File: src/rtl/core/kfd_pkg.sv
// ----------------------------------------------------------------------------
// kfd_pkg
// Shared types and constants of the KISS frame deframer: framing codes and
// the command and status groups between the controller and the datapath.
// ----------------------------------------------------------------------------
package kfd_pkg;

  // KISS framing codes
  localparam logic [7:0] CODE_FEND  = 8'hC0;
  localparam logic [7:0] CODE_FESC  = 8'hDB;
  localparam logic [7:0] CODE_TFEND = 8'hDC;
  localparam logic [7:0] CODE_TFESC = 8'hDD;

  // width of the payload limit and of the delivered length
  localparam int unsigned LEN_W = 6;
  localparam logic [LEN_W-1:0] MAX_PAYLOAD_RST = 6'd63;

  // controller to datapath
  typedef struct packed {
    logic accept;  // input beat taken this cycle
    logic rd_en;   // read the next data byte from the store
    logic load;    // load the output register with the next result
  } kfd_cmd_t;

  // datapath to controller
  typedef struct packed {
    logic close_frame;  // current input byte closes a non-empty frame
    logic out_free;     // output register can take a result this cycle
    logic is_last;      // the result about to be loaded ends the run
  } kfd_status_t;

endpackage

File: src/rtl/core/kfd_ctrl.sv
// ----------------------------------------------------------------------------
// kfd_ctrl
// Controller of the deframer: takes input bytes while idle and sequences the
// readout of a finished frame from the store into the output register.
// ----------------------------------------------------------------------------
module kfd_ctrl
  import kfd_pkg::*;
(
  input  logic        clk_i,
  input  logic        rst_ni,
  input  logic        in_valid_i,
  output logic        in_ready_o,
  input  kfd_status_t status_i,
  output kfd_cmd_t    cmd_o
);

  typedef enum logic [2:0] {
    ST_IDLE = 3'b001,
    ST_READ = 3'b010,
    ST_LOAD = 3'b100
  } state_e;

  state_e state_q, state_d;

  always_comb begin
    state_d      = state_q;
    in_ready_o   = 1'b0;
    cmd_o.accept = 1'b0;
    cmd_o.rd_en  = 1'b0;
    cmd_o.load   = 1'b0;
    case (state_q)
      ST_IDLE: begin
        in_ready_o   = 1'b1;
        cmd_o.accept = in_valid_i;
        if (in_valid_i && status_i.close_frame) begin
          state_d = ST_READ;
        end
      end
      ST_READ: begin
        cmd_o.rd_en = 1'b1;
        state_d     = ST_LOAD;
      end
      ST_LOAD: begin
        if (status_i.out_free) begin
          cmd_o.load = 1'b1;
          state_d    = status_i.is_last ? ST_IDLE : ST_READ;
        end
      end
      default: begin
        state_d = ST_IDLE;
      end
    endcase
  end

  always_ff @(posedge clk_i or negedge rst_ni) begin
    if (!rst_ni) begin
      state_q <= ST_IDLE;
    end else begin
      state_q <= state_d;
    end
  end

endmodule

File: src/rtl/core/kfd_datapath.sv
// ----------------------------------------------------------------------------
// kfd_datapath
// Datapath of the deframer: escape and frame flags, frame store with fill
// count, payload limit register, readout counter and output register.
// ----------------------------------------------------------------------------
module kfd_datapath
  import kfd_pkg::*;
#(
  parameter int unsigned STORE_DEPTH = 64
)(
  input  logic             clk_i,
  input  logic             rst_ni,
  input  logic [7:0]       rx_byte_i,
  input  logic             cfg_we_i,
  input  logic [LEN_W-1:0] cfg_wdata_i,
  input  logic             out_ready_i,
  input  kfd_cmd_t         cmd_i,
  output kfd_status_t      status_o,
  output logic             out_valid_o,
  output logic [3:0]       port_number_o,
  output logic [3:0]       command_code_o,
  output logic [7:0]       payload_byte_o,
  output logic             has_payload_o,
  output logic [LEN_W-1:0] payload_length_o,
  output logic             last_of_frame_o
);

  localparam int unsigned AW = $clog2(STORE_DEPTH);
  localparam int unsigned FW = $clog2(STORE_DEPTH + 1);
  localparam int unsigned CW = LEN_W + 1;

  logic [7:0]       mem [STORE_DEPTH];
  logic [7:0]       rdata_q;
  logic [7:0]       header_q, header_d;
  logic [FW-1:0]    fill_q, fill_d;
  logic             inside_q, inside_d;
  logic             esc_q, esc_d;
  logic [LEN_W-1:0] max_payload_q;
  logic [LEN_W-1:0] len_q, len_d;
  logic [LEN_W-1:0] k_q, k_d;

  logic             out_valid_q;
  logic [3:0]       port_q, cmdc_q;
  logic [7:0]       payload_q;
  logic             has_q, last_q;
  logic [LEN_W-1:0] length_q;

  logic             is_fend, is_fesc, is_tfend, is_tfesc;
  logic             store_req, wr_en;
  logic [7:0]       store_val;
  logic [CW-1:0]    len_raw;
  logic [CW-1:0]    k_next;
  logic [AW-1:0]    rd_addr;

  assign is_fend  = (rx_byte_i == CODE_FEND);
  assign is_fesc  = (rx_byte_i == CODE_FESC);
  assign is_tfend = (rx_byte_i == CODE_TFEND);
  assign is_tfesc = (rx_byte_i == CODE_TFESC);

  // frame length without the port and command byte, clipped to the limit
  assign len_raw = CW'(fill_q) - CW'(1);
  assign k_next  = CW'(k_q) + CW'(1);
  assign rd_addr = k_next[AW-1:0];

  assign status_o.close_frame = is_fend && inside_q && (fill_q != '0);
  assign status_o.out_free    = !out_valid_q || out_ready_i;
  assign status_o.is_last     = (len_q == '0) || (k_next == CW'(len_q));

  always_comb begin
    inside_d  = inside_q;
    esc_d     = esc_q;
    fill_d    = fill_q;
    header_d  = header_q;
    len_d     = len_q;
    k_d       = k_q;
    store_req = 1'b0;
    store_val = rx_byte_i;
    wr_en     = 1'b0;

    if (cmd_i.accept) begin
      if (is_fend) begin
        if (!inside_q) begin
          // opening delimiter keeps a pending escape
          inside_d = 1'b1;
          fill_d   = '0;
        end else begin
          if (fill_q != '0) begin
            len_d = (len_raw > CW'(max_payload_q)) ? max_payload_q : len_raw[LEN_W-1:0];
            k_d   = '0;
          end
          inside_d = 1'b0;
          esc_d    = 1'b0;
          fill_d   = '0;
        end
      end else if (is_fesc) begin
        if (esc_q) begin
          inside_d = 1'b0;
          esc_d    = 1'b0;
          fill_d   = '0;
        end else begin
          esc_d = 1'b1;
        end
      end else if (is_tfend || is_tfesc) begin
        store_req = 1'b1;
        if (esc_q) begin
          store_val = is_tfend ? CODE_FEND : CODE_FESC;
        end
        esc_d = 1'b0;
      end else begin
        if (esc_q) begin
          inside_d = 1'b0;
          esc_d    = 1'b0;
          fill_d   = '0;
        end else begin
          store_req = 1'b1;
        end
      end

      if (store_req) begin
        if (fill_q < FW'(STORE_DEPTH)) begin
          wr_en  = 1'b1;
          fill_d = fill_q + FW'(1);
          if (fill_q == '0) begin
            header_d = store_val;
          end
        end else begin
          // store overflow aborts the frame
          inside_d = 1'b0;
          esc_d    = 1'b0;
          fill_d   = '0;
        end
      end
    end

    if (cmd_i.load) begin
      k_d = k_next[LEN_W-1:0];
    end
  end

  // frame store
  always_ff @(posedge clk_i) begin
    if (wr_en) begin
      mem[fill_q[AW-1:0]] <= store_val;
    end
  end

  always_ff @(posedge clk_i) begin
    if (cmd_i.rd_en) begin
      rdata_q <= mem[rd_addr];
    end
  end

  always_ff @(posedge clk_i or negedge rst_ni) begin
    if (!rst_ni) begin
      inside_q      <= 1'b0;
      esc_q         <= 1'b0;
      fill_q        <= '0;
      max_payload_q <= MAX_PAYLOAD_RST;
      out_valid_q   <= 1'b0;
    end else begin
      inside_q <= inside_d;
      esc_q    <= esc_d;
      fill_q   <= fill_d;
      if (cfg_we_i) begin
        max_payload_q <= cfg_wdata_i;
      end
      if (cmd_i.load) begin
        out_valid_q <= 1'b1;
      end else if (out_ready_i) begin
        out_valid_q <= 1'b0;
      end
    end
  end

  always_ff @(posedge clk_i) begin
    header_q <= header_d;
    len_q    <= len_d;
    k_q      <= k_d;
    if (cmd_i.load) begin
      port_q    <= header_q[7:4];
      cmdc_q    <= header_q[3:0];
      payload_q <= (len_q == '0) ? 8'h00 : rdata_q;
      has_q     <= (len_q != '0);
      length_q  <= len_q;
      last_q    <= status_o.is_last;
    end
  end

  assign out_valid_o      = out_valid_q;
  assign port_number_o    = port_q;
  assign command_code_o   = cmdc_q;
  assign payload_byte_o   = payload_q;
  assign has_payload_o    = has_q;
  assign payload_length_o = length_q;
  assign last_of_frame_o  = last_q;

endmodule

File: src/rtl/core/kiss_frame_deframer_core.sv
// ----------------------------------------------------------------------------
// kiss_frame_deframer_core
// Removes KISS framing from a received byte stream and emits each frame as
// a run of result beats, one per delivered data byte, or a single beat when no data is delivered.
// ----------------------------------------------------------------------------
// usage:
//   input channel (in_valid_i / in_ready_o, rx_byte_i) takes one stream byte
//   per beat, one beat per cycle while no frame is being read out.
//   a closing FEND on a non-empty frame starts a readout: each result beat
//   reads the frame store once and then loads the output register, so the
//   next read waits for that load to happen; the run holds 1 to 63
//   beats, the last one flagged with last_of_frame_o. the input is not
//   taken during the run, and is taken again while the last beat still waits.
//   after the closing FEND beat the first result goes through ST_READ and ST_LOAD.
//   out_valid_o holds with stable fields while out_ready_i is low; the
//   readout pauses until the output register drains.
//   cfg_we_i / cfg_wdata_i write the payload limit register.
//   reset: no frame open, no pending escape, empty store, limit 63. the
//   store needs no clearing pass; only written entries are ever delivered.
// ----------------------------------------------------------------------------
module kiss_frame_deframer_core
  import kfd_pkg::*;
#(
  parameter int unsigned STORE_DEPTH = 64
)(
  input  logic             clk_i,
  input  logic             rst_ni,
  input  logic             in_valid_i,
  output logic             in_ready_o,
  input  logic [7:0]       rx_byte_i,
  input  logic             cfg_we_i,
  input  logic [LEN_W-1:0] cfg_wdata_i,
  output logic             out_valid_o,
  input  logic             out_ready_i,
  output logic [3:0]       port_number_o,
  output logic [3:0]       command_code_o,
  output logic [7:0]       payload_byte_o,
  output logic             has_payload_o,
  output logic [LEN_W-1:0] payload_length_o,
  output logic             last_of_frame_o
);

  kfd_cmd_t    cmd;
  kfd_status_t status;

  kfd_ctrl u_ctrl (
    .clk_i      (clk_i),
    .rst_ni     (rst_ni),
    .in_valid_i (in_valid_i),
    .in_ready_o (in_ready_o),
    .status_i   (status),
    .cmd_o      (cmd)
  );

  kfd_datapath #(
    .STORE_DEPTH (STORE_DEPTH)
  ) u_datapath (
    .clk_i            (clk_i),
    .rst_ni           (rst_ni),
    .rx_byte_i        (rx_byte_i),
    .cfg_we_i         (cfg_we_i),
    .cfg_wdata_i      (cfg_wdata_i),
    .out_ready_i      (out_ready_i),
    .cmd_i            (cmd),
    .status_o         (status),
    .out_valid_o      (out_valid_o),
    .port_number_o    (port_number_o),
    .command_code_o   (command_code_o),
    .payload_byte_o   (payload_byte_o),
    .has_payload_o    (has_payload_o),
    .payload_length_o (payload_length_o),
    .last_of_frame_o  (last_of_frame_o)
  );

  // a beat with payload always reports a nonzero length and vice versa
  assert property (@(posedge clk_i) disable iff (!rst_ni)
    out_valid_o |-> (has_payload_o == (payload_length_o != '0)))
    else $error("payload flag and length disagree");

  // a frame without data is a single beat
  assert property (@(posedge clk_i) disable iff (!rst_ni)
    (out_valid_o && !has_payload_o) |-> last_of_frame_o)
    else $error("empty-payload beat not marked last");

  // no new load into the output register while a beat is stalled
  assert property (@(posedge clk_i) disable iff (!rst_ni)
    (out_valid_o && !out_ready_i) |-> !cmd.load)
    else $error("output register overwritten while stalled");

endmodule

File: config.mk
export PLATFORM = sky130hd
export DESIGN_NAME = kiss_frame_deframer_core
export DESIGN_NICKNAME = d
export VERILOG_FILES = /design/src/rtl/core/kfd_pkg.sv /design/src/rtl/core/kfd_ctrl.sv /design/src/rtl/core/kfd_datapath.sv /design/src/rtl/core/kiss_frame_deframer_core.sv
export SDC_FILE = /design/constraint.sdc
export NUM_CORES = 1
export LEC_CHECK = 0
export BUFFER_PORTS_ARGS = -buffer_cell sky130_fd_sc_hd__buf_4
export CORE_MARGIN = 1
export CORE_UTILIZATION = 50
export CTS_CLUSTER_SIZE = 28
export DETAILED_ROUTE_END_ITERATION = 10
export PLACE_DENSITY = 0.66
export RECOVER_POWER = 50
export REMOVE_ABC_BUFFERS = 1
export SLEW_MARGIN = 30
export SYNTH_ARGS = -nofsm -noshare
export SYNTH_HDL_FRONTEND = slang
export SYNTH_SLANG_ARGS = --single-unit
File: constraint.sdc
create_clock -name clk_i -period 6.2 [get_ports clk_i]
set_input_delay 1.24 -clock clk_i [delete_from_list [all_inputs] [get_ports clk_i]]
set_output_delay 1.24 -clock clk_i [all_outputs]
set_load 0.03 [all_outputs]
; Word-level counts from Yosys, hierarchy flattened
; Memory sizes are Yosys's and may differ from the RTL's. A register that Yosys moved wholly into a read port is not among the register bits.
; Cells that the tools add are included.
[totals]
elab_cells = 104
ramBits = 512
memories = 1
ff_bits = 63
[classes]
magnitude_cmp = 2
n_reduce_logical = 21
n_eq_ne = 11
muxes = 51
n_addsub = 3
[mem_list]
columns = memory, depth, word_bits, rd, rd_ports_with_merged_regs, write_ports, line_no
row1 = u_datapath.mem, 64, 8, 1, 1, 1, kfd_datapath.sv:32  ; logic [7:0] mem [STORE_DEPTH];
[op_table]
columns = operator, n
row1 = 7-bit two-way mux, 6
row2 = 8-bit two-way mux, 5
row3 = 6-bit two-way mux, 6
row4 = 8-bit == test (second input constant), 4
row5 = 1-bit two-way mux, 29
row6 = 4-bit AND reduction, 3
row7 = 2-bit nonzero test, 5
row8 = 3-bit case mux with 3 select lines, 1
row9 = 6-bit by 1-bit adder with 7-bit output (second input constant), 1
row10 = 7-bit by 1-bit adder with 7-bit output (second input constant), 1
row11 = 7-bit by 6-bit == test with 1-bit output, 1
row12 = 7-bit by 6-bit greater-than comparator with 1-bit output, 1
row13 = 7-bit zero test, 1
row14 = 7-bit less-than comparator (second input constant), 1
row15 = 7-bit nonzero test, 1
row16 = 7-bit by 1-bit subtractor with 7-bit output (second input constant), 1
row17 = 6-bit zero test, 1
row18 = 3-bit two-way mux, 2
row19 = 6-bit nonzero test, 1
row20 = 5-bit two-way mux, 1
row21 = 4-bit by 2-bit inequality test with 1-bit output (second input constant), 1
row22 = 2-bit AND reduction, 2
row23 = 3-bit by 1-bit == test with 1-bit output (second input constant), 1
row24 = 3-bit by 2-bit == test with 1-bit output (second input constant), 1
row25 = 7 further kinds, 11

; Depth between registers and ports, before layout
; Gate-level depths: netlist of the first run.
[depth]
word_depth = 10
depth_mapped = 12
ltp_nobuf = 11

; Modules after synthesis
; Synthesis of the first run repeated with hierarchy kept, for this count alone.
[unflattened]
cells_unflattened = 1173
hier_area_um2 = 23162.2
[modules_own_cells]
columns = module, n_inst, seq_area_each_um2, area_per_inst_um2, cells_per_inst
row1 = kfd_datapath, 1, 17344.1, 22987.0, 1155
row2 = kfd_ctrl, 1, 76.3, 175.2, 18

; Worst setup path after synthesis of the first run
; No wires, ideal clock.
[synth_path]
kind = input to register
startpoint = input port rx_byte_i[5]
endpoint = memory u_datapath.mem[0][2], data pin
setup_slack_ns = 2.469
arrival_time_ns = 3.232
stages = 6
n_path_buf = 0
setup_time_ns = 0.499
required_ns = 5.701
path_cell_list = nand3b_1 or2_2 nor3_1 nand2_1 nor2_1 nor2_1
[synth_between]
elab_chain_len = 6
elab_cells_between_ends = 9
cone_classes = 4 x eq/ne / 4 x mux / 1 x reduce/logical
[synth_lines]
columns = item, line_no
row1 = start: declaration, kiss_frame_deframer_core.sv:30  ; input logic [7:0] rx_byte_i,
row2 = "8-bit == test, on equally long branches", "kfd_datapath.sv:57, kfd_datapath.sv:58"
row3 = 1-bit logical OR, kfd_datapath.sv:103  ; end else if (is_tfend || is_tfesc) begin
row4 = 8-bit two-way mux, kfd_datapath.sv:103
row5 = 8-bit two-way mux, kfd_datapath.sv:95  ; end else if (is_fesc) begin
row6 = 8-bit two-way mux (*), kfd_datapath.sv:81  ; if (is_fend) begin
row7 = 8-bit two-way mux (*), kfd_datapath.sv:80  ; if (cmd_i.accept) begin
row8 = net u_datapath.store_val[2], kfd_datapath.sv:50  ; logic [7:0] store_val;
row9 = end: declaration, kfd_datapath.sv:32
; Mark *: on every way through the listed nets, which the timed path passes. The rest lies on a longest branch.

; Worst setup path after layout of the first run
[layout_path]
startpoint = input port rx_byte_i[5]
endpoint = memory u_datapath.mem[44][3], enable pin
[layout_between]
elab_chain_len = 10
elab_cells_between_ends = 13
cone_classes = 4 x eq/ne / 8 x mux / 1 x reduce/logical
[layout_lines]
columns = item, line_no
row1 = "8-bit == test, on equally long branches", "kfd_datapath.sv:57, kfd_datapath.sv:58"
row2 = 1-bit logical OR, kfd_datapath.sv:103
row3 = 1-bit two-way mux, kfd_datapath.sv:103
row4 = 1-bit two-way mux, kfd_datapath.sv:95
row5 = 1-bit two-way mux (*), kfd_datapath.sv:81
row6 = 1-bit two-way mux (*), kfd_datapath.sv:80
row7 = 1-bit two-way mux (*), kfd_datapath.sv:119  ; if (store_req) begin
row8 = 1-bit two-way mux (*), kfd_datapath.sv:80
row9 = 1-bit two-way mux (*), kfd_datapath.sv:142  ; if (wr_en) begin
row10 = 1-bit two-way mux (implied by the code) (*), kfd_datapath.sv:143  ; mem[fill_q[AW-1:0]] <= store_val;
; Every way passes the cells marked *; elsewhere a longest branch is shown, timed or not. The select of a mux whose other input is x is not followed.

==> impl_metrics.env, run 1 <==
export IMPL_status="finished with violations"
export IMPL_violations="capacitance limit, slew limit"
export IMPL_register_area_um2=17400
export IMPL_root_buffer="clkbuf_16"
export IMPL_crit_required_ns=6.42
export IMPL_syn_avg_cell_area_um2=20.1
export IMPL_maxSlewViolCount=259
export IMPL_power_density_nw_per_um2=330
export IMPL_yosys_most_used_dff="edfxtp_1"
export IMPL_start_util_pct=51.0
export IMPL_p_leak_uw=0.00841
export IMPL_drive_gt1_share_pct=22.7
export IMPL_grt_start_max_net_pins=99
export IMPL_grt_busiest_layer="met2"
export IMPL_vias=11300
export IMPL_place_congestion=0.846
export IMPL_worstMarginPinSlew_ns=2.97
export IMPL_antenna_found_initial=2
export IMPL_grtUsageMet3_pct=5.55
export IMPL_num_fill_cells=3369
export IMPL_max_cap_violations=7
export IMPL_ys_types=59
export IMPL_hold_class="flip-flop to flip-flop"
export IMPL_grt_pass1_wl_um=78100
export IMPL_end_kind="flip-flop"
export IMPL_min_to="u_datapath.port_number_o[2]$_DFFE_PP_"
export IMPL_worst_setup_path_start_kind="input pin"
export IMPL_setup_viol=0
export IMPL_rrSetupSlack_ns=1.47
export IMPL_core_area_um2=45700
export IMPL_met1_usage_pct=33.1
export IMPL_ff2ff_path_depth=7
export IMPL_r2r_end="u_datapath.rdata_q[3]$_DFFE_PP_"
export IMPL_ctsHoldBuffers=0
export IMPL_insertion_delay_ns=0.60
export IMPL_synthCells=1160
export IMPL_rsz0062_at_grt="no"
export IMPL_wire_per_inst_um=28.5
export IMPL_cts_tree="done"
export IMPL_drtAntennaViolNets=0
export IMPL_numCtsBuffers=56
export IMPL_critPathSlowestCell="clkbuf_1"
export IMPL_hold_ws_ns=0.425
export IMPL_grt_pass1_vias=11400
export IMPL_cp_cell_sequence="clkbuf_1 -> nand3b_1 -> or3_1 -> o311ai_1 -> or2_2 -> nor3b_2 -> nand2_1 -> nor2_1"
export IMPL_cts_sinks=583
export IMPL_dp_hpwl_um=32900
export IMPL_finalSetupTns_ns=0
export IMPL_hold_depth=0
export IMPL_fp_dieH_um=218
export IMPL_fp_row_count=78
export IMPL_fin_crit_sh_pct=79.0
export IMPL_path_class="input pin to flip-flop"
export IMPL_wl_um=52900
export IMPL_die_area_um2=47500
export IMPL_dr_pass1_iters=5
export IMPL_ctsLongestPathBuffers=3
export IMPL_slowest_delay_ns=1.08
export IMPL_synth_top_area_share_pct=72.7
export IMPL_grt_usage_pct=23.1
export IMPL_syn_to_final_growth_pct=11.1
export IMPL_ys_seq_area_share_pct=74.8
export IMPL_pin_count=45
export IMPL_post_cts_buffers=0
export IMPL_nets=1239
export IMPL_yosysTopAreaCell="edfxtp_1"
export IMPL_final_cell_mix="edfxtp_1, mux4_2, nor2_1"
export IMPL_final_common_cell="edfxtp_1"
export IMPL_cp_top_family="simple AND/OR/NAND/NOR gates"
export IMPL_r2r_start="u_datapath.k_q[0]$_SDFFCE_PN0P_"
export IMPL_clk_pin_slew_ns=0.06
export IMPL_cp_num_cells=8
export IMPL_ys_seq_elements=583
export IMPL_max_freq_mhz=204
export IMPL_multi_input_area_um2=5490
export IMPL_max_slew_margin_pct=-97.7
export IMPL_grt_ovfl_total=0
export IMPL_yosys_warnings=0
export IMPL_min_from="u_datapath.header_q[6]$_DFFE_PP_"
export IMPL_synth_area_um2=23300
export IMPL_use_met2_pct=35.1
export IMPL_crit_buf_inv=1
export IMPL_critPathMaxFanout=25
export IMPL_synth_edf_count=564
export IMPL_vias_per_cell=6.10
export IMPL_cts_htree_levels=2
export IMPL_synthArstFlopShare_pct=3.26
export IMPL_ir_drop_mv=0.247
export IMPL_drt_iter0_drc=1106
export IMPL_die_x_um=218
export IMPL_final_core_util_pct=56.7
export IMPL_io_buffers=44
export IMPL_final_setup_skew_ns=0.0132
export IMPL_arrival_ns=5.12
export IMPL_synth_top_cells_by_area="edfxtp_1, mux4_2, mux4_1, dfrtp_1, nor2_1"
export IMPL_remaining_drc_errors=0
export IMPL_post_route_min_period_ns=4.90
export IMPL_hold_viol_final=0
export IMPL_cts_resized_gates=0
routing by layer:
metal,share of wire (%),up-vias
met4,2.5,4
met2,47,513
li1,-,4808
met1,42,5927
met5,0.043,-
met3,8.4,82
report_power, final:
part / switching [µW] / total (µW) / leakage, µW / internal (µW)
logic: 398 / 557 / 0.00220 / 159
clock network: 1440 / 3440 / 0.000907 / 2000
registers: 78.1 / 4540 / 0.00530 / 4460
total: 1920 / 8530 / 0.00841 / 6610
metrics by stage:
step | total power (µW) | worst slack, ns | cell area, µm² | std cells
final | 8530 | 1.30 | 25900 | 1857
after detailed placement | 5170 | 1.37 | 24200 | 1753
after global placement | 5160 | 1.45 | 24200 | 1753
after CTS | 8570 | 2.01 | 26100 | 1856
after global routing | 8760 | 0.999 | 25900 | 1856
after floorplan | 4890 | -3.68 | 22900 | 1094
flip-flops by register name, indices dropped and copies added (netlist names):
register and count:
u_datapath.has_payload_o 1, u_datapath.k_q 6, u_datapath.command_code_o 4, u_datapath.inside_q 1
u_datapath.last_of_frame_o 1, u_datapath.header_q 8, u_datapath.len_q 6, u_datapath.rdata_q 8
u_datapath.out_valid_o 1, u_datapath.fill_q 7, u_datapath.payload_length_o 6, u_ctrl.state_q 3
u_datapath.esc_q 1, u_datapath.payload_byte_o 8, u_datapath.mem 512, u_datapath.port_number_o 4
u_datapath.max_payload_q 6
area by class of cell:
type | count | area share (%)
Timing Repair Buffer | 59 | 1.25
Clock inverter | 37 | 1.46
Multi-Input combinational cell | 498 | 21.2
Clock buffer | 66 | 5.72
Inverter | 13 | 0.188
Tap cell | 600 | 2.90
Antenna cell | 1 | 0.00967
Sequential cell | 583 | 67.3
worst reg2reg max path: cells and delay by family, from the launching register on:
family | cells | cell delay (ns)
mux | 1 | 0.49
xor+xnor | 1 | 1.70
compound gates | 2 | 0.69
buf+inv | 1 | 0.55
flops | 1 | 0.46
simple gates | 2 | 0.56
kinds of logic after synthesis:
| group | synth area share [%] |
|---|---|
| flops | 74.8 |
| buf+inv | 1.90 |
| fa+ha+maj | 0.483 |
| compound gates | 2.16 |
| simple gates | 4.63 |
| mux | 15.3 |
| xor+xnor | 0.741 |
synthesized netlist by cell type, types with 6 or more instances:
cell type / instances
a21oi_1: 14
and2_1: 14
buf_1: 6
buf_2: 15
buf_4: 13
buf_6: 6
clkbuf_1: 24
dfrtp_1: 12
dfstp_2: 7
edfxtp_1: 564
ha_1: 9
inv_1: 12
mux2_2: 10
mux2i_1: 8
mux4_1: 12
mux4_2: 136
nand2_1: 64
nand3_1: 21
nor2_1: 80
nor2b_1: 11
o21ai_0: 18
or3_1: 7
xnor2_1: 8
xor2_1: 8
how the worst max path moves through the flow:
stage | startpoint | end | slack [ns]
2_1_floorplan | u_datapath.k_q[0]$_SDFFCE_PN0P_ | u_datapath.rdata_q[2]$_DFFE_PP_ | -3.68
3_3_place_gp | rx_byte_i[5] | u_datapath.mem[35][2]$_DFFE_PP_ | 1.45
3_5_place_dp | rx_byte_i[5] | u_datapath.mem[41][5]$_DFFE_PP_ | 1.37
4_1_cts | rx_byte_i[5] | u_datapath.mem[41][5]$_DFFE_PP_ | 2.01
5_1_grt | rx_byte_i[5] | u_datapath.mem[45][0]$_DFFE_PP_ | 1.0
6_report | rx_byte_i[5] | u_datapath.mem[44][3]$_DFFE_PP_ | 1.30
(Power assumes the default switching activity.)
==> inputs of run 2 (changes only) <==
--- a/config.mk
+++ b/config.mk
@@ -10,7 +10,7 @@
 export CORE_UTILIZATION = 50
 export CTS_CLUSTER_SIZE = 28
 export DETAILED_ROUTE_END_ITERATION = 10
-export PLACE_DENSITY = 0.66
+export PLACE_DENSITY = 0.68
 export RECOVER_POWER = 50
 export REMOVE_ABC_BUFFERS = 1
 export SLEW_MARGIN = 30
==> constraint.sdc (replaced) <==
create_clock -name clk_i -period 3.9 [get_ports clk_i]
set_input_delay 0.78 -clock clk_i [delete_from_list [all_inputs] [get_ports clk_i]]
set_output_delay 0.78 -clock clk_i [all_outputs]
set_load 0.03 [all_outputs]
==> impl_metrics.env, run 2 (synthesized netlist as in run 1, its figures left out) <==
export IMPL_finalSetupTns_ns=0
export IMPL_cts_tree="done"
export IMPL_status="finished with violations"
export IMPL_ctsHoldBuffers=0
export IMPL_io_buffers=44
export IMPL_wire_per_inst_um=26.9
export IMPL_ir_drop_mv=0.393
export IMPL_hold_ws_ns=0.376
export IMPL_nets=1316
export IMPL_cp_cell_sequence="buf_4 -> clkbuf_1"
export IMPL_slowest_delay_ns=2.29
export IMPL_crit_buf_inv=2
export IMPL_hold_viol_final=0
export IMPL_clockPowerShare_pct=39.7
export IMPL_maxSlewViolCount=183
export IMPL_die_area_um2=47500
export IMPL_final_setup_skew_ns=0.0269
export IMPL_ctsLongestPathBuffers=3
export IMPL_end_kind="flip-flop"
export IMPL_drive_gt1_share_pct=26.1
export IMPL_largest_reg_flops=512
export IMPL_max_slew_margin_pct=-122
export IMPL_cts_sinks=583
export IMPL_grt_start_max_net_pins=66
export IMPL_cts_resized_gates=0
export IMPL_grt_usage_pct=22.7
export IMPL_antenna_found_initial=0
export IMPL_cts_htree_levels=2
export IMPL_post_cts_buffers=0
export IMPL_grt_pass1_wl_um=77400
export IMPL_arrival_ns=3.31
export IMPL_register_area_um2=17400
export IMPL_p_int_uw=10500
export IMPL_grt_pass1_vias=11900
export IMPL_violations="capacitance limit, slew limit"
export IMPL_grt_ovfl_total=0
export IMPL_cp_top_family="buffers and inverters"
export IMPL_dp_hpwl_um=32000
export IMPL_drtAntennaViolNets=0
export IMPL_met1_usage_pct=31.0
export IMPL_n_antenna_cell=0
export IMPL_grtUsageMet3_pct=6.04
export IMPL_place_congestion=0.881
export IMPL_dr_pass1_iters=5
export IMPL_worstMarginPinSlew_ns=3.34
export IMPL_fp_dieH_um=218
export IMPL_use_met2_pct=36.0
export IMPL_vias_per_cell=6.02
export IMPL_vias=11600
export IMPL_final_cell_mix="edfxtp_1, mux4_2, buf_4"
export IMPL_critPathMaxFanout=65
export IMPL_grt_busiest_layer="met2"
export IMPL_clk_pin_slew_ns=0.06
export IMPL_drt_iter0_drc=1424
export IMPL_setup_viol=0
export IMPL_switchingPower_uw=2980
export IMPL_path_class="input pin to flip-flop"
export IMPL_insertion_delay_ns=0.61
export IMPL_hold_class="input pin to asynchronous set/reset pin"
export IMPL_root_buffer="clkbuf_16"
export IMPL_syn_to_final_growth_pct=13.7
export IMPL_comb_power_share_pct=6.8
export IMPL_start_util_pct=51.0
export IMPL_fin_crit_sh_pct=87.2
export IMPL_sequentialPowerShare_pct=53.5
export IMPL_swShare_pct=22.2
export IMPL_pin_count=45
export IMPL_post_route_min_period_ns=3.40
export IMPL_remaining_drc_errors=0
export IMPL_max_freq_mhz=294
export IMPL_max_cap_violations=4
export IMPL_wl_um=52000
export IMPL_multi_input_area_um2=5500
export IMPL_num_fill_cells=3331
export IMPL_fp_row_count=78
export IMPL_rsz0062_at_grt="no"
export IMPL_crit_required_ns=3.81
export IMPL_core_area_um2=45700
export IMPL_worst_setup_path_start_kind="input pin"
export IMPL_power_density_nw_per_um2=508
export IMPL_final_common_cell="edfxtp_1"
export IMPL_critPathSlowestCell="clkbuf_1"
export IMPL_die_x_um=218
export IMPL_p_leak_uw=0.00880
export IMPL_numCtsBuffers=56
[run 2: worst paths after layout]
path	end	depth (start not counted)	from	slack, ns
worst min-delay path	u_datapath.inside_q$_DFFE_PN0P_	1	rst_ni	0.38
worst min register to register	u_datapath.command_code_o[3]$_DFFE_PP_	0	u_datapath.header_q[3]$_DFFE_PP_	0.43
worst max-delay path	u_datapath.mem[40][5]$_DFFE_PP_	2	rx_byte_i[5]	0.50
worst max register to register	u_datapath.mem[63][6]$_DFFE_PP_	7	u_ctrl.state_q[0]$_DFFE_PN1P_	0.67
min in group clk_i	u_datapath.max_payload_q[2]$_DFFE_PN1P_	3	cfg_wdata_i[2]	0.38
max in group asynchronous	u_datapath.esc_q$_DFFE_PN0P_	1	rst_ni	2.85
[run 2: power by group through the flow]
| stage | registers, µW | clock network, µW | logic (µW) |
|---|---|---|---|
| after floorplan | 7280 | 0 | 488 |
| after global placement | 7310 | 0 | 906 |
| after detailed placement | 7320 | 0 | 917 |
| after CTS | 7190 | 5410 | 923 |
| after global routing | 7210 | 5640 | 993 |
| final | 7190 | 5340 | 914 |
[run 2: area by class of cell]
cell class / instances / share of cell area, %
inverter: 13 / 0.184
clock buffer: 71 / 5.74
clock inverter: 33 / 1.09
timing repair buffer: 136 / 3.63
tap: 600 / 2.83
multi-input combinational: 498 / 20.7
sequential: 583 / 65.8
[run 2: per-layer routing]
metal | up-vias | share of wire (%)
met5 | - | 0
met4 | 0 | 2.7
met3 | 84 | 7.7
met2 | 452 | 48
met1 | 6143 | 41
li1 | 4957 | -
[run 2: per-stage QoR]
step	util (%)	setup WS, ns	cell area [µm²]	power, µW	cells
after floorplan	-	-5.98	22900	7770	1094
after global placement	54.4	0.510	24800	8220	1830
after detailed placement	54.4	0.414	24800	8240	1830
after CTS	58.4	0.749	26700	13500	1934
after global routing	58.0	0.318	26500	13800	1934
final	58.0	0.500	26500	13400	1934
==> inputs of run 3 (changes only) <==
--- a/config.mk
+++ b/config.mk
@@ -10,7 +10,7 @@
 export CORE_UTILIZATION = 50
 export CTS_CLUSTER_SIZE = 28
 export DETAILED_ROUTE_END_ITERATION = 10
-export PLACE_DENSITY = 0.68
+export PLACE_DENSITY_LB_ADDON = 0.12
 export RECOVER_POWER = 50
 export REMOVE_ABC_BUFFERS = 1
 export SLEW_MARGIN = 30
==> impl_metrics.env, run 3 (synthesized netlist as in run 1, its figures left out) <==
export IMPL_comb_power_share_pct=6.9
export IMPL_critPathMaxFanout=65
export IMPL_path_class="input pin to flip-flop"
export IMPL_cp_cell_sequence="clkbuf_1 -> clkbuf_1"
export IMPL_num_fill_cells=3364
export IMPL_dr_pass1_iters=5
export IMPL_grt_start_max_net_pins=66
export IMPL_syn_to_final_growth_pct=14.6
export IMPL_fp_dieH_um=218
export IMPL_setup_viol=0
export IMPL_max_freq_mhz=293
export IMPL_max_slew_margin_pct=-118
export IMPL_io_buffers=44
export IMPL_cts_htree_levels=2
export IMPL_wire_per_inst_um=27.1
export IMPL_numCtsBuffers=58
export IMPL_vias_per_cell=5.90
export IMPL_finalWorstSetupSlack_ns=0.486
export IMPL_post_route_min_period_ns=3.41
export IMPL_hold_viol_final=0
export IMPL_violations="capacitance limit, slew limit"
export IMPL_p_leak_uw=0.00893
export IMPL_placed_cell_area_um2=25000
export IMPL_grt_pass1_wl_um=79100
export IMPL_end_kind="flip-flop"
export IMPL_start_util_pct=51.0
export IMPL_swShare_pct=22.2
export IMPL_rsz0062_at_grt="no"
export IMPL_crit_buf_inv=2
export IMPL_critPathSlowestCell="clkbuf_1"
export IMPL_remaining_drc_errors=0
export IMPL_path_common_cell="clkbuf_1"
export IMPL_ir_drop_mv=0.444
export IMPL_fp_row_count=78
export IMPL_pin_count=45
export IMPL_grt_ovfl_total=0
export IMPL_final_setup_skew_ns=0.0234
export IMPL_post_cts_buffers=0
export IMPL_largest_reg_flops=512
export IMPL_crit_required_ns=3.84
export IMPL_grt_usage_pct=23.3
export IMPL_ctsHoldBuffers=0
export IMPL_wl_met3_um=3360
export IMPL_cts_tree="done"
export IMPL_wl_um=52900
export IMPL_worst_setup_path_start_kind="input pin"
export IMPL_hold_class="input pin to flip-flop"
export IMPL_final_cell_mix="edfxtp_1, mux4_2, buf_4"
export IMPL_root_buffer="clkbuf_16"
export IMPL_place_ws_ns=0.364
export IMPL_dr_max_layer_used="met5"
export IMPL_clockPowerShare_pct=40.6
export IMPL_die_x_um=218
export IMPL_m1WireLength_um=22700
export IMPL_cts_resized_gates=0
export IMPL_ctsLongestPathBuffers=3
export IMPL_antenna_found_initial=2
export IMPL_cts_sinks=583
export IMPL_final_common_cell="edfxtp_1"
export IMPL_grt_pass1_vias=11700
export IMPL_final_area_um2=26700
export IMPL_sequentialPowerShare_pct=52.5
export IMPL_wl_met2_um=26000
export IMPL_worstMarginPinSlew_ns=3.26
export IMPL_totalPowerFinal_uw=13700
export IMPL_place_congestion=0.851
export IMPL_status="finished with violations"
export IMPL_drtAntennaViolNets=0
export IMPL_dp_hpwl_um=33600
export IMPL_vias=11500
export IMPL_p_int_uw=10600
export IMPL_clk_pin_slew_ns=0.06
export IMPL_core_area_um2=45700
export IMPL_die_area_um2=47500
export IMPL_switchingPower_uw=3030
export IMPL_drt_iter0_drc=1104
export IMPL_drive_gt1_share_pct=27.1
export IMPL_power_density_nw_per_um2=511
export IMPL_fin_crit_sh_pct=87.5
export IMPL_cp_top_family="buffers and inverters"
export IMPL_max_cap_violations=3
export IMPL_insertion_delay_ns=0.62
export IMPL_slowest_delay_ns=2.30
export IMPL_nets=1334
export IMPL_arrival_ns=3.35
export IMPL_maxSlewViolCount=165
run 3: cell types whose count changed in the layout (fill, tap and decap cells not counted), moves of 3 or more:
| cell | change |
|---|---|
| buf_4 | +13 |
| and2_0 | -6 |
| and2_1 | +6 |
| clkbuf_1 | -5 |
| clkbuf_8 | -4 |
| clkinv_1 | +4 |
| bufinv_16 | +3 |
| clkinv_2 | +3 |
run 3: power groups by stage:
| stage | Sequential [µW] | Combinational [µW] | Clock, µW |
|---|---|---|---|
| finish | 7180 | 941 | 5540 |
| global route | 7190 | 1010 | 5880 |
| CTS | 7170 | 949 | 5630 |
| detailed placement | 7300 | 945 | 0 |
| global placement | 7290 | 939 | 0 |
| floorplan | 7280 | 488 | 0 |
run 3: cell type report:
class / count / area, µm² / share of cell area [%]
antenna: 2 / 5.00 / 0.0187
clock buffer: 63 / 1470 / 5.51
clock inverter: 43 / 417 / 1.56
inverter: 13 / 48.8 / 0.183
multi-input combinational: 498 / 5500 / 20.6
sequential: 583 / 17400 / 65.2
tap: 600 / 751 / 2.81
timing repair buffer: 152 / 1090 / 4.10
run 3: path summary, 6_finish.rpt:
path,slack [ns],to,from,cells past startpoint
worst min register to register,0.42,u_datapath.port_number_o[1]$_DFFE_PP_,u_datapath.header_q[5]$_DFFE_PP_,0
worst max register to register,0.68,u_datapath.rdata_q[3]$_DFFE_PP_,u_datapath.k_q[1]$_SDFFCE_PN0P_,7
min in group asynchronous,0.39,u_datapath.fill_q[3]$_DFFE_PN0P_,rst_ni,1
worst max-delay path,0.49,u_datapath.mem[36][5]$_DFFE_PP_,rx_byte_i[5],2
max in group asynchronous,2.81,u_ctrl.state_q[2]$_DFFE_PN0P_,rst_ni,1
worst min-delay path,0.38,u_datapath.max_payload_q[0]$_DFFE_PN1P_,cfg_wdata_i[0],3
run 3: stage by stage:
stage / TNS (ns) / util [%] / hold WS [ns] / std cells
final: 0 / 58.5 / 0.375 / 1954
after global routing: 0 / 58.5 / 0.362 / 1952
after CTS: 0 / 58.8 / 0.0289 / 1952
after detailed placement: 0 / 54.7 / 0.406 / 1846
after global placement: 0 / 54.7 / 0.403 / 1846
after floorplan: -79.66 / - / 0.400 / 1094
run 3: metal layers:
layer / vias up / track usage (%)
met5: - / 0
met4: 2 / 5.01
met3: 69 / 4.95
met2: 351 / 37.2
met1: 6090 / 33.3
li1: 5013 / -
